## src/sv/gtpf_pkg.sv

```systemverilog
// Package for the gap-timed packet framer queue.
// Holds field widths, codes and the command and status groups shared by the controller and datapath.
package gtpf_pkg;

	localparam int WORD_W   = 32;
	localparam int BYTE_W   = 8;
	localparam int LEN_W    = 7;
	localparam int POS_W    = 6;
	localparam int CFG_IDX_W = 2;

	localparam int QUEUE_SLOTS_DEF = 16;
	localparam int MAX_PACKET_DEF  = 64;

	localparam logic OP_BYTE = 1'b0;
	localparam logic OP_POP  = 1'b1;

	localparam logic [CFG_IDX_W-1:0] REG_GAP_LIMIT  = 2'd0;
	localparam logic [CFG_IDX_W-1:0] REG_BYTE_TICKS = 2'd1;

	typedef struct packed {
		logic rx_byte_en;
		logic pop_start;
		logic emit_byte;
		logic emit_empty;
		logic pop_done;
	} cmd_t;

	typedef struct packed {
		logic queue_empty;
		logic pkt_last;
		logic out_free;
	} status_t;

endpackage

```

## src/sv/gtpf_ctrl.sv

```systemverilog
// Controller state machine of the packet framer queue.
// Uses gtpf_pkg for the command and status groups.
module gtpf_ctrl (
	input  logic              clk,
	input  logic              arst_n,
	input  logic              in_valid,
	output logic              in_stall,
	input  logic              op,
	input  gtpf_pkg::status_t status,
	output gtpf_pkg::cmd_t    cmd
);
	import gtpf_pkg::*;

	typedef enum logic [2:0] {
		ST_IDLE   = 3'b001,
		ST_DATA   = 3'b010,
		ST_EMPTYQ = 3'b100
	} state_t;

	state_t state_q, state_d;

	assign in_stall = (state_q != ST_IDLE);

	always_comb begin
		state_d = state_q;
		cmd     = '0;
		case (state_q)
			ST_IDLE: begin
				if (in_valid) begin
					if (op == OP_BYTE) begin
						cmd.rx_byte_en = 1'b1;
					end else if (status.queue_empty) begin
						state_d = ST_EMPTYQ;
					end else begin
						cmd.pop_start = 1'b1;
						state_d       = ST_DATA;
					end
				end
			end
			ST_DATA: begin
				if (status.out_free) begin
					cmd.emit_byte = 1'b1;
					if (status.pkt_last) begin
						cmd.pop_done = 1'b1;
						state_d      = ST_IDLE;
					end
				end
			end
			ST_EMPTYQ: begin
				if (status.out_free) begin
					cmd.emit_empty = 1'b1;
					state_d        = ST_IDLE;
				end
			end
			default: begin
				state_d = ST_IDLE;
			end
		endcase
	end

	always_ff @(posedge clk or negedge arst_n) begin
		if (!arst_n) begin
			state_q <= ST_IDLE;
		end else begin
			state_q <= state_d;
		end
	end

endmodule

```

## config.mk

```make
export PLATFORM = sky130hd
export DESIGN_NAME = gtpf_ctrl
export DESIGN_NICKNAME = d
export VERILOG_FILES = /design/src/sv/gtpf_pkg.sv /design/src/sv/gtpf_ctrl.sv
export SDC_FILE = /design/constraint.sdc
export NUM_CORES = 1
export LEC_CHECK = 0
export ABC_CLOCK_PERIOD_IN_PS = 1200
export BUFFER_PORTS_ARGS = -buffer_cell sky130_fd_sc_hd__buf_2
export CAP_MARGIN = 20
export CORE_AREA = 2 2 39 41
export DETAILED_ROUTE_END_ITERATION = 6
export DIE_AREA = 0 0 41 43
export PLACE_DENSITY = 0.48
export SYNTH_ARGS = -nofsm -noshare
export SYNTH_HDL_FRONTEND = slang
export SYNTH_SLANG_ARGS = --single-unit
```

## constraint.sdc

```tcl
create_clock -name clk -period 1.2 [get_ports clk]
set_input_delay 0.06 -clock clk [delete_from_list [all_inputs] [get_ports clk]]
set_output_delay 0.06 -clock clk [all_outputs]
set_load 0.005 [all_outputs]
```

==> results of run 1 <==
## cell usage after synthesis (all sizes together)
| master | n |
|---|---|
| nor2 | 4 |
| nand3 | 1 |
| nor3b | 2 |
| dfrtp | 2 |
| and3 | 3 |
| a21oi | 2 |
| nand2 | 3 |
| inv | 2 |
| dfstp | 1 |
| o22ai | 2 |
| and2 | 1 |
| o21a | 1 |
## stage by stage
step,worst slack (ns),instances,hold WS (ns)
finish,-0.2367,64,0.06116
global route,-0.3222,64,0.05386
CTS,-0.2325,63,0.05621
detailed placement,0.01130,56,-0.1424
global placement,0.07105,56,-0.1421
floorplan,0.1166,24,-0.2356
## worst paths after layout
check,end,depth (start not counted)
setup / recovery,cmd[4],5
hold / removal,state_q[1],2
hold reg to reg,state_q[1],3
min in group asynchronous,state_q[1],2
max in group asynchronous,state_q[0],2
setup reg to reg,state_q[2],4
## power groups by stage
stage | clock, mW | combinational, mW | sequential (mW)
finish | 0.176 | 0.125 | 0.116
detailed placement | 0 | 0.0861 | 0.116
global placement | 0 | 0.0845 | 0.116
CTS | 0.189 | 0.111 | 0.117
global route | 0.205 | 0.135 | 0.117
floorplan | 0 | 0.0337 | 0.119
## area by class of cell
cell class | instances | area [um2] | area share
Clock buffer | 4 | 26.28 | 0.06522
Inverter | 2 | 7.507 | 0.01863
Multi-Input combinational cell | 19 | 142.6 | 0.3540
Sequential cell | 3 | 76.32 | 0.1894
Tap cell | 16 | 20.02 | 0.04969
Timing Repair Buffer | 20 | 130.1 | 0.3230
## critical path, stage by stage, from the launching register on
cell,delay [ns]
sky130_fd_sc_hd__dfstp_2,0.52
sky130_fd_sc_hd__nor3b_4,0.20
sky130_fd_sc_hd__buf_4,0.15
sky130_fd_sc_hd__nand2_2,0.04
sky130_fd_sc_hd__nor2_1,0.11
sky130_fd_sc_hd__buf_2,0.12
## per-layer routing
metal / GRT usage / up-vias / share of wire
met3: 0.03141 / 2 / 0.053
met2: 0.1188 / 9 / 0.51
met4: 0.08000 / 0 / 0.025
li1: - / 131 / -
met5: 0 / - / 0
met1: 0.07767 / 114 / 0.41
## kinds of logic after synthesis
group	after synthesis	synth area share
AND/OR/NAND/NOR	14	0.4240
AO/OA/AOI/OAI	5	0.1519
flip-flops	3	0.3861
buffers and inverters	2	0.03799
## timing repair
action / 4_1_cts / 5_1_grt
setup buffers: 2 / 3
pin swaps: 1 / 4
setup endpoints to repair: 6 / 9
hold endpoints to repair: 3 / 0
hold buffers: 1 / 0
resized for setup: 6 / 4
==> results.py, run 1 <==
metrics = {
    "sta": {
        "final.setup_skew_ns": 0.001077,
        "timing.final.crit_share": 1.197,
        "setup_total_negative_slack_ns": -1.074,
        "max_clock_freq_mhz": 696.0,
        "setup_violations": 8,
        "fin_ws_ns": -0.2367,
        "slew_viol_final": 0,
        "period_needed_ns": 1.437,
        "unrepaired_setup_endpoints_after_global_routing": "true",
        "hold_viol_final": 0,
        "worst-slew-pin-transition_ns": 0.1729,
        "worst_slew_margin_rel": 0.8846,
    },
    "clocking": {
        "ctsLongestPathBuffers": 2,
        "worst_setup_hold_path_clk_slew_ns": 0.04,
        "clock_root_cell": "sky130_fd_sc_hd__clkbuf_4",
        "clock_sink_count": 3,
        "worstSkewPairLatency_ns": 0.23,
        "htree_levels": 1,
        "number_of_buffers_created_by_cts": 3,
        "clock_tree_from_tritoncts": "built",
    },
    "synth": {
        "synthTopCellsByArea": "sky130_fd_sc_hd__dfrtp_1 25%, sky130_fd_sc_hd__dfstp_2 13%, sky130_fd_sc_hd__and3_2 7.6%",
        "postSynthNetCount": 31,
        "synth-warning-count": 0,
        "synth_cells": 24,
        "ys_ff_latch": 3,
        "synth.avg_cell_area_um2": 8.237,
        "synth_top_area_cell": "sky130_fd_sc_hd__dfrtp_1",
        "synth-seq-area-share": 0.3861,
        "post_synth_instance_area_um2": 197.7,
        "synth_cell_type_count": 14,
        "synth_largest_type_area_fraction": 0.2532,
    },
    "global_routing": {
        "grt_first_pass_wirelength_um": 841,
        "grt_antenna_before_repair": 0,
        "grtUsageTotal": 0.08048,
        "grt_max_degree": 7,
        "grt_overflow": 0,
        "via_count_of_the_first_global_routing_pass": 217,
    },
    "die": {
        "die_area_um2": 1763,
        "die_width_um": 41,
        "core_area_um2": 1384,
        "ioPinCount": 13,
        "dieHeight_um": 43,
        "start_util": 0.1429,
        "rows": 14,
    },
    "power_and_ir_drop": {
        "power_frac_seq": 0.278,
        "power_density_nw_per_um2": 1038,
        "fin_total_pwr_mw": 0.4181,
        "cellLeakagePower_nw": 0.2146,
        "power.share.clock": 0.422,
        "net-switching-power_mw": 0.1104,
        "power_frac_comb": 0.300,
        "cell_internal_pwr_mw": 0.3077,
        "sw_frac_of_total": 0.2641,
        "peakVddDrop_mv": 0.4914,
    },
    "critical_path": {
        "start_kind": "flip-flop",
        "r2r_setup_slk_ns": -0.03,
        "cp-startpoint": "state_q[0]",
        "setup.worst_path.class": "reg2out",
        "end_kind": "output port",
        "crit_required_ns": 1.14,
        "cp_data_arrival_time_ns": 1.38,
        "critical_path_peak_fanout": 2,
        "timing.rr.start": "state_q[0]",
    },
    "detailed_routing": {
        "post-route-drc-count": 0,
        "drt-vias-per-instance": 4.000,
        "drt.antenna.violating_nets": 0,
        "drt_pre_antenna_iters": 2,
        "postRouteWirelength_um": 637,
        "post_drt_wl_per_cell_um": 9.953,
        "vias": 256,
        "first_iter_violations": 4,
    },
    "place": {
        "placedInstanceArea_um2": 307.8,
        "place.gp.congestion": 0.6297,
        "detailed_place_hpwl_um": 431.4,
        "buffer_ports.inserted": 12,
    },
    "min_path": {
        "worstHoldPathType": "in2reg",
        "worstHoldStart": "status[2]",
    },
    "cells_and_area": {
        "diode_count": 0,
        "synthToLayoutAreaGrowth_pct": 103.8,
        "max_flop_register": "state_q",
        "layout_common_cells": "12 x sky130_fd_sc_hd__buf_2, 5 x sky130_fd_sc_hd__buf_4, 3 x sky130_fd_sc_hd__nor2_1, 3 x sky130_fd_sc_hd__clkbuf_4",
        "largestRegisters": "state_q (3)",
        "post_route_design_area_um2": 402.9,
        "finish.net_count": 56,
        "largest_register_ff_count": 3,
        "final_common_cell": "sky130_fd_sc_hd__buf_2",
        "num-fill-cells": 154,
        "final_core_util": 0.2911,
        "layout-drive-gt1-share": 0.6458,
    },
    "status": {
        "violations": "setup timing",
        "outcome": "complete, but fails checks",
    },
    "job": {
        "cap_viol_max_count": 0,
    },
}
Note: power is estimated with default switching activity, not from simulation.
==> inputs of run 2 (changes only) <==
--- a/config.mk
+++ b/config.mk
@@ -9,9 +9,9 @@
 export BUFFER_PORTS_ARGS = -buffer_cell sky130_fd_sc_hd__buf_2
 export CAP_MARGIN = 20
 export CORE_AREA = 2 2 39 41
+export CTS_BUF_LIST = sky130_fd_sc_hd__clkbuf_16
 export DETAILED_ROUTE_END_ITERATION = 6
 export DIE_AREA = 0 0 41 43
-export PLACE_DENSITY = 0.48
 export SYNTH_ARGS = -nofsm -noshare
 export SYNTH_HDL_FRONTEND = slang
 export SYNTH_SLANG_ARGS = --single-unit
==> run 2 against run 1 <==
The run still ends with setup timing left. Die area unchanged. Final cell count down 4.7%. Sequential power about the same. Register-to-register slack better by 0.02 ns. Setup slack better by 0.12 ns. Sequential share of layout area down 1.2 points. Core utilization up 1.9 points. Largest cell class unchanged. Highest routed layer unchanged.
==> results.py, run 2 (synthesis results as in run 1) <==
metrics = {
    "clocking": {
        "worst_setup_hold_path_clk_slew_ns": 0.03,
        "clock_root_cell": "sky130_fd_sc_hd__clkbuf_16",
        "ctsLongestPathBuffers": 2,
        "htree_levels": 1,
        "clock_tree_from_tritoncts": "built",
        "clock_sink_count": 3,
        "worstSkewPairLatency_ns": 0.22,
        "number_of_buffers_created_by_cts": 3,
    },
    "global_routing": {
        "grt_max_degree": 7,
        "grt_overflow": 0,
        "grt_first_pass_wirelength_um": 883,
        "grt_antenna_before_repair": 0,
        "via_count_of_the_first_global_routing_pass": 238,
        "grtUsageTotal": 0.08141,
    },
    "critical_path": {
        "start_kind": "flip-flop",
        "critPathBufInv": 1,
        "timing.critical_path.slowest_cell_delay_ns": 0.52,
        "cpMaxStageDelayCell": "sky130_fd_sc_hd__dfstp_2",
        "dominant_delay_contributor_by_cell_family_on_the_critical_path": "flip-flops",
        "setup.worst_path.class": "reg2out",
        "r2r_setup_slk_ns": -0.01,
        "worst_r2r_path_depth": 4,
        "r2r-end": "state_q[2]",
        "worstPathCellList": "nor3b_4 -> nand3_2 -> nor2_1 -> buf_2",
        "timing.rr.start": "state_q[0]",
        "crit_required_ns": 1.14,
        "critical_path_peak_fanout": 3,
        "cp_data_arrival_time_ns": 1.25,
        "end_kind": "output port",
    },
    "sta": {
        "slew_viol_final": 0,
        "unrepaired_setup_endpoints_after_global_routing": "true",
        "max_clock_freq_mhz": 760.8,
        "timing.final.crit_share": 1.095,
        "hold_viol_final": 0,
        "final.setup_skew_ns": 0.0005015,
        "worst_slew_margin_rel": 0.8638,
        "setup_violations": 8,
        "period_needed_ns": 1.314,
        "fin_ws_ns": -0.1144,
        "worst-slew-pin-transition_ns": 0.2036,
    },
    "cells_and_area": {
        "final_core_util": 0.3101,
        "post_route_design_area_um2": 429.2,
        "max_flop_register": "state_q",
        "layout-drive-gt1-share": 0.6000,
        "final_common_cell": "sky130_fd_sc_hd__buf_2",
        "largestRegisters": "state_q (3)",
        "diode_count": 0,
        "synthToLayoutAreaGrowth_pct": 117.1,
        "largest_register_ff_count": 3,
        "finish.net_count": 53,
    },
    "die": {
        "die_width_um": 41,
        "dieHeight_um": 43,
        "core_area_um2": 1384,
        "rows": 14,
        "ioPinCount": 13,
        "start_util": 0.1429,
        "die_area_um2": 1763,
    },
    "detailed_routing": {
        "post_drt_wl_per_cell_um": 10.10,
        "postRouteWirelength_um": 616,
        "post-route-drc-count": 0,
        "drt_pre_antenna_iters": 3,
        "first_iter_violations": 3,
        "vias": 254,
        "drt.antenna.violating_nets": 0,
        "drt-vias-per-instance": 4.164,
    },
    "place": {
        "buffer_ports.inserted": 12,
        "placedInstanceArea_um2": 292.8,
        "place.gp.congestion": 0.7566,
    },
    "job": {
        "cap_viol_max_count": 0,
    },
    "power_and_ir_drop": {
        "power_density_nw_per_um2": 1699,
        "peakVddDrop_mv": 0.8365,
        "cellLeakagePower_nw": 0.2228,
    },
    "status": {
        "outcome": "complete, but fails checks",
        "violations": "setup timing",
    },
    "min_path": {
        "worstHoldPathType": "in2reg",
        "worstHoldEndpoint": "state_q[1]",
        "hold_depth": 2,
        "worstHoldStart": "status[2]",
    },
}
run 2: what timing repair did:
action / CTS / global route
hold endpoints to repair: 3 / 0
pin swaps: 2 / 0
setup buffers: 1 / 1
hold buffers: 1 / 0
setup endpoints to repair: 6 / 9
gates resized for setup: 6 / 1
run 2: through the flow:
stage,setup TNS (ns),total power [mW],cells,hold slack (ns),worst slack (ns)
4_1_cts,-0.4827,0.7345,60,0.07603,-0.1291
5_1_grt,-0.8834,0.7645,61,0.08845,-0.1719
3_5_place_dp,0,0.1910,54,-0.1377,0.02823
6_report,-0.3942,0.7291,61,0.07430,-0.1144
3_3_place_gp,0,0.1904,54,-0.1409,0.06549
2_1_floorplan,0,0.1525,24,-0.2356,0.1166
run 2: power by group:
part / internal (mW) / total (mW) / switching, mW
sequential: 0.111 / 0.118 / 0.00718
clock: 0.429 / 0.515 / 0.0863
combinational: 0.0519 / 0.0956 / 0.0437
run 2: how the worst max path moves through the flow:
stage / startpoint / depth (start not counted) / endpoint / slack (ns)
floorplan: state_q[0] / 3 / state_q[1] / 0.12
global placement: state_q[0] / 4 / cmd[3] / 0.07
detailed placement: state_q[0] / 3 / state_q[1] / 0.03
CTS: state_q[0] / 4 / cmd[3] / -0.13
global route: state_q[0] / 4 / cmd[3] / -0.17
finish: state_q[0] / 4 / cmd[3] / -0.11
run 2: layout make-up:
class                           count  area [um2]
Sequential cell                     3       76.32
Multi-Input combinational cell     19       142.6
Timing Repair Buffer               17       103.9
Fill cell                         155       954.7
Clock inverter                      1       3.754
Clock buffer                        3       75.07
Inverter                            2       7.507
Tap cell                           16       20.02
run 2: worst reg2reg max path: cells and delay by family (launching register included):
kind | cells | cell delay (ns)
buffers and inverters | 1 | 0.16
AND/OR/NAND/NOR | 2 | 0.31
flip-flops | 1 | 0.52
AO/OA/AOI/OAI | 1 | 0.14
run 2: routing by layer:
metal | part of all wire | up-vias | GRT usage
li1 | - | 127 | -
met1 | 0.42 | 112 | 0.08387
met2 | 0.47 | 13 | 0.1156
met3 | 0.081 | 2 | 0.03141
met4 | 0.024 | 0 | 0.08000
met5 | 0 | - | 0
==> inputs of run 3 (changes only) <==
--- a/config.mk
+++ b/config.mk
@@ -12,6 +12,7 @@
 export CTS_BUF_LIST = sky130_fd_sc_hd__clkbuf_16
 export DETAILED_ROUTE_END_ITERATION = 6
 export DIE_AREA = 0 0 41 43
+export PLACE_DENSITY_LB_ADDON = 0.2
 export SYNTH_ARGS = -nofsm -noshare
 export SYNTH_HDL_FRONTEND = slang
 export SYNTH_SLANG_ARGS = --single-unit
==> run 3 against run 2 <==
The flow still finishes with violations (setup timing). Count of clock-buffer cells in the layout did not move. Sequential share of layout area fell by 1.1 points. Register-to-register slack worse by 0.04 ns. Maximum frequency is 2.3% lower. Critical path depth did not move. Combinational power rose by 16%. Final area rose by 6.4%. Routed wire length decreased by 8.8%.
==> results.py, run 3 (synthesis results as in run 1) <==
metrics = {
    "status": {
        "outcome": "complete, but fails checks",
        "violations": "setup timing",
    },
    "detailed_routing": {
        "drt-vias-per-instance": 4.063,
        "first_iter_violations": 7,
        "vias": 256,
        "postRouteWirelength_um": 562,
        "drt_pre_antenna_iters": 3,
        "drt.antenna.violating_nets": 0,
        "post_drt_wl_per_cell_um": 8.921,
        "post-route-drc-count": 0,
    },
    "sta": {
        "setup_violations": 9,
        "fin_ws_ns": -0.1452,
        "hold_viol_final": 0,
        "worst-slew-pin-transition_ns": 0.2209,
        "finalHoldWorstSlack_ns": 0.07933,
        "timing.final.crit_share": 1.121,
        "max_clock_freq_mhz": 743.4,
        "worst_slew_margin_rel": 0.8526,
        "final.setup_skew_ns": 0.002936,
        "period_needed_ns": 1.345,
        "unrepaired_setup_endpoints_after_global_routing": "true",
        "slew_viol_final": 0,
    },
    "cells_and_area": {
        "layout_common_cells": "10 x sky130_fd_sc_hd__buf_2, 5 x sky130_fd_sc_hd__buf_4",
        "diode_count": 0,
        "layout-drive-gt1-share": 0.6383,
        "synthToLayoutAreaGrowth_pct": 131.0,
        "largest_register_ff_count": 3,
        "largestRegisters": "state_q (3)",
        "final-seq-area_um2": 76.32,
        "num-fill-cells": 148,
        "max_flop_register": "state_q",
        "area_of_the_multi_input_gates_um2": 142.6,
        "finish.net_count": 55,
        "final_common_cell": "sky130_fd_sc_hd__buf_2",
    },
    "critical_path": {
        "end_kind": "output port",
        "r2r-end": "state_q[2]",
        "crit_path_end": "cmd[3]",
        "critical_path_peak_fanout": 3,
        "start_kind": "flip-flop",
        "worstPathCellList": "nor3b_4 -> nand3_2 -> nor2_1 -> buf_2",
        "cpMaxStageDelayCell": "sky130_fd_sc_hd__dfstp_2",
        "cp-startpoint": "state_q[0]",
        "r2r_setup_slk_ns": -0.05,
        "cp_data_arrival_time_ns": 1.29,
        "timing.critical_path.slowest_cell_delay_ns": 0.52,
        "timing.rr.start": "state_q[0]",
        "setup.worst_path.class": "reg2out",
        "worst_r2r_path_depth": 4,
        "crit_required_ns": 1.14,
    },
    "global_routing": {
        "grt_overflow": 0,
        "grt_max_degree": 7,
        "grtUsageTotal": 0.07646,
        "grt_antenna_before_repair": 0,
        "via_count_of_the_first_global_routing_pass": 231,
        "grt_first_pass_wirelength_um": 862,
    },
    "die": {
        "rows": 14,
        "ioPinCount": 13,
        "die_area_um2": 1763,
        "start_util": 0.1429,
        "core_area_um2": 1384,
        "dieHeight_um": 43,
        "die_width_um": 41,
    },
    "place": {
        "pre_cts_ws_ns": 0.003121,
        "detailed_place_hpwl_um": 396,
        "place.gp.congestion": 0.6520,
        "buffer_ports.inserted": 12,
    },
    "power_and_ir_drop": {
        "power_frac_comb": 0.150,
        "cellLeakagePower_nw": 0.2321,
        "peakVddDrop_mv": 0.9728,
        "cell_internal_pwr_mw": 0.6035,
        "sw_frac_of_total": 0.1878,
        "power.share.clock": 0.693,
        "net-switching-power_mw": 0.1395,
        "power_density_nw_per_um2": 1627,
        "power_frac_seq": 0.157,
    },
    "job": {
        "cap_viol_max_count": 0,
    },
    "min_path": {
        "worstHoldPathType": "in2reg",
    },
    "clocking": {
        "number_of_buffers_created_by_cts": 3,
        "htree_levels": 1,
        "worst_setup_hold_path_clk_slew_ns": 0.03,
        "clock_root_cell": "sky130_fd_sc_hd__clkbuf_16",
        "worstSkewPairLatency_ns": 0.22,
        "clock_tree_from_tritoncts": "built",
        "ctsLongestPathBuffers": 2,
        "clock_sink_count": 3,
    },
}
## run 3: cell count changes in the layout (fill, tap and decap cells not counted)
cell                    delta
sky130_fd_sc_hd__buf_2     -2
sky130_fd_sc_hd__inv_2     +1
sky130_fd_sc_hd__buf_4     +2
sky130_fd_sc_hd__buf_6     +2
sky130_fd_sc_hd__inv_1     -1
## run 3: how the worst min path moves through the flow
stage | start | to | slack [ns] | depth (start not counted)
after floorplan | arst_n | state_q[1] | -0.24 | 0
after global placement | arst_n | state_q[1] | -0.14 | 1
after detailed placement | arst_n | state_q[1] | -0.14 | 1
after CTS | status[2] | state_q[1] | 0.08 | 2
after global routing | status[2] | state_q[1] | 0.09 | 2
final | status[2] | state_q[1] | 0.08 | 2
## run 3: power groups by stage
stage	registers [mW]	logic [mW]	clock network, mW
finish	0.117	0.111	0.515
global route	0.118	0.122	0.530
CTS	0.117	0.101	0.525
detailed placement	0.116	0.0778	0
global placement	0.116	0.0795	0
floorplan	0.119	0.0337	0
## run 3: through the flow
step                      setup TNS (ns)  utilization  std cells  power, mW  area [um2]
after floorplan                        0            -         24     0.1525       197.7
after detailed placement               0       0.2170         55     0.1937       300.3
after CTS                        -0.6817       0.3056         62     0.7430       422.9
final                            -0.7208       0.3300         63     0.7430       456.7
after global routing              -1.276       0.3300         63     0.7704       456.7
after global placement                 0       0.2170         55     0.1955       300.3
## run 3: cell type report
cell class,instances,area share
well taps,16,0.04384
clock buffers,3,0.1644
flip-flops and latches,3,0.1671
repair buffers,19,0.2877
multi-input cells,19,0.3123
clock inverters,1,0.008219
inverters,2,0.01644
## run 3: metal layers
metal / track usage / vias to the layer above / wire length [um]
met5: 0 / - / 0
met4: 0.04000 / 0 / 0
met3: 0.04712 / 0 / 41
met2: 0.1094 / 9 / 297
met1: 0.08414 / 119 / 223
li1: - / 128 / -
## run 3: what timing repair did
action,in CTS,in global routing
setup endpoints to repair,8,9
hold buffers,1,0
cloned,0,0
gates resized for setup,4,6
pin swaps,2,2
hold endpoints to repair,3,0
buffers inserted,2,1
## run 3: critical path: cells and delay by family, from the launching register on
| family | cells | cell delay [ns] |
|---|---|---|
| flip-flops | 1 | 0.52 |
| AND/OR/NAND/NOR | 3 | 0.44 |
| buffers and inverters | 1 | 0.11 |
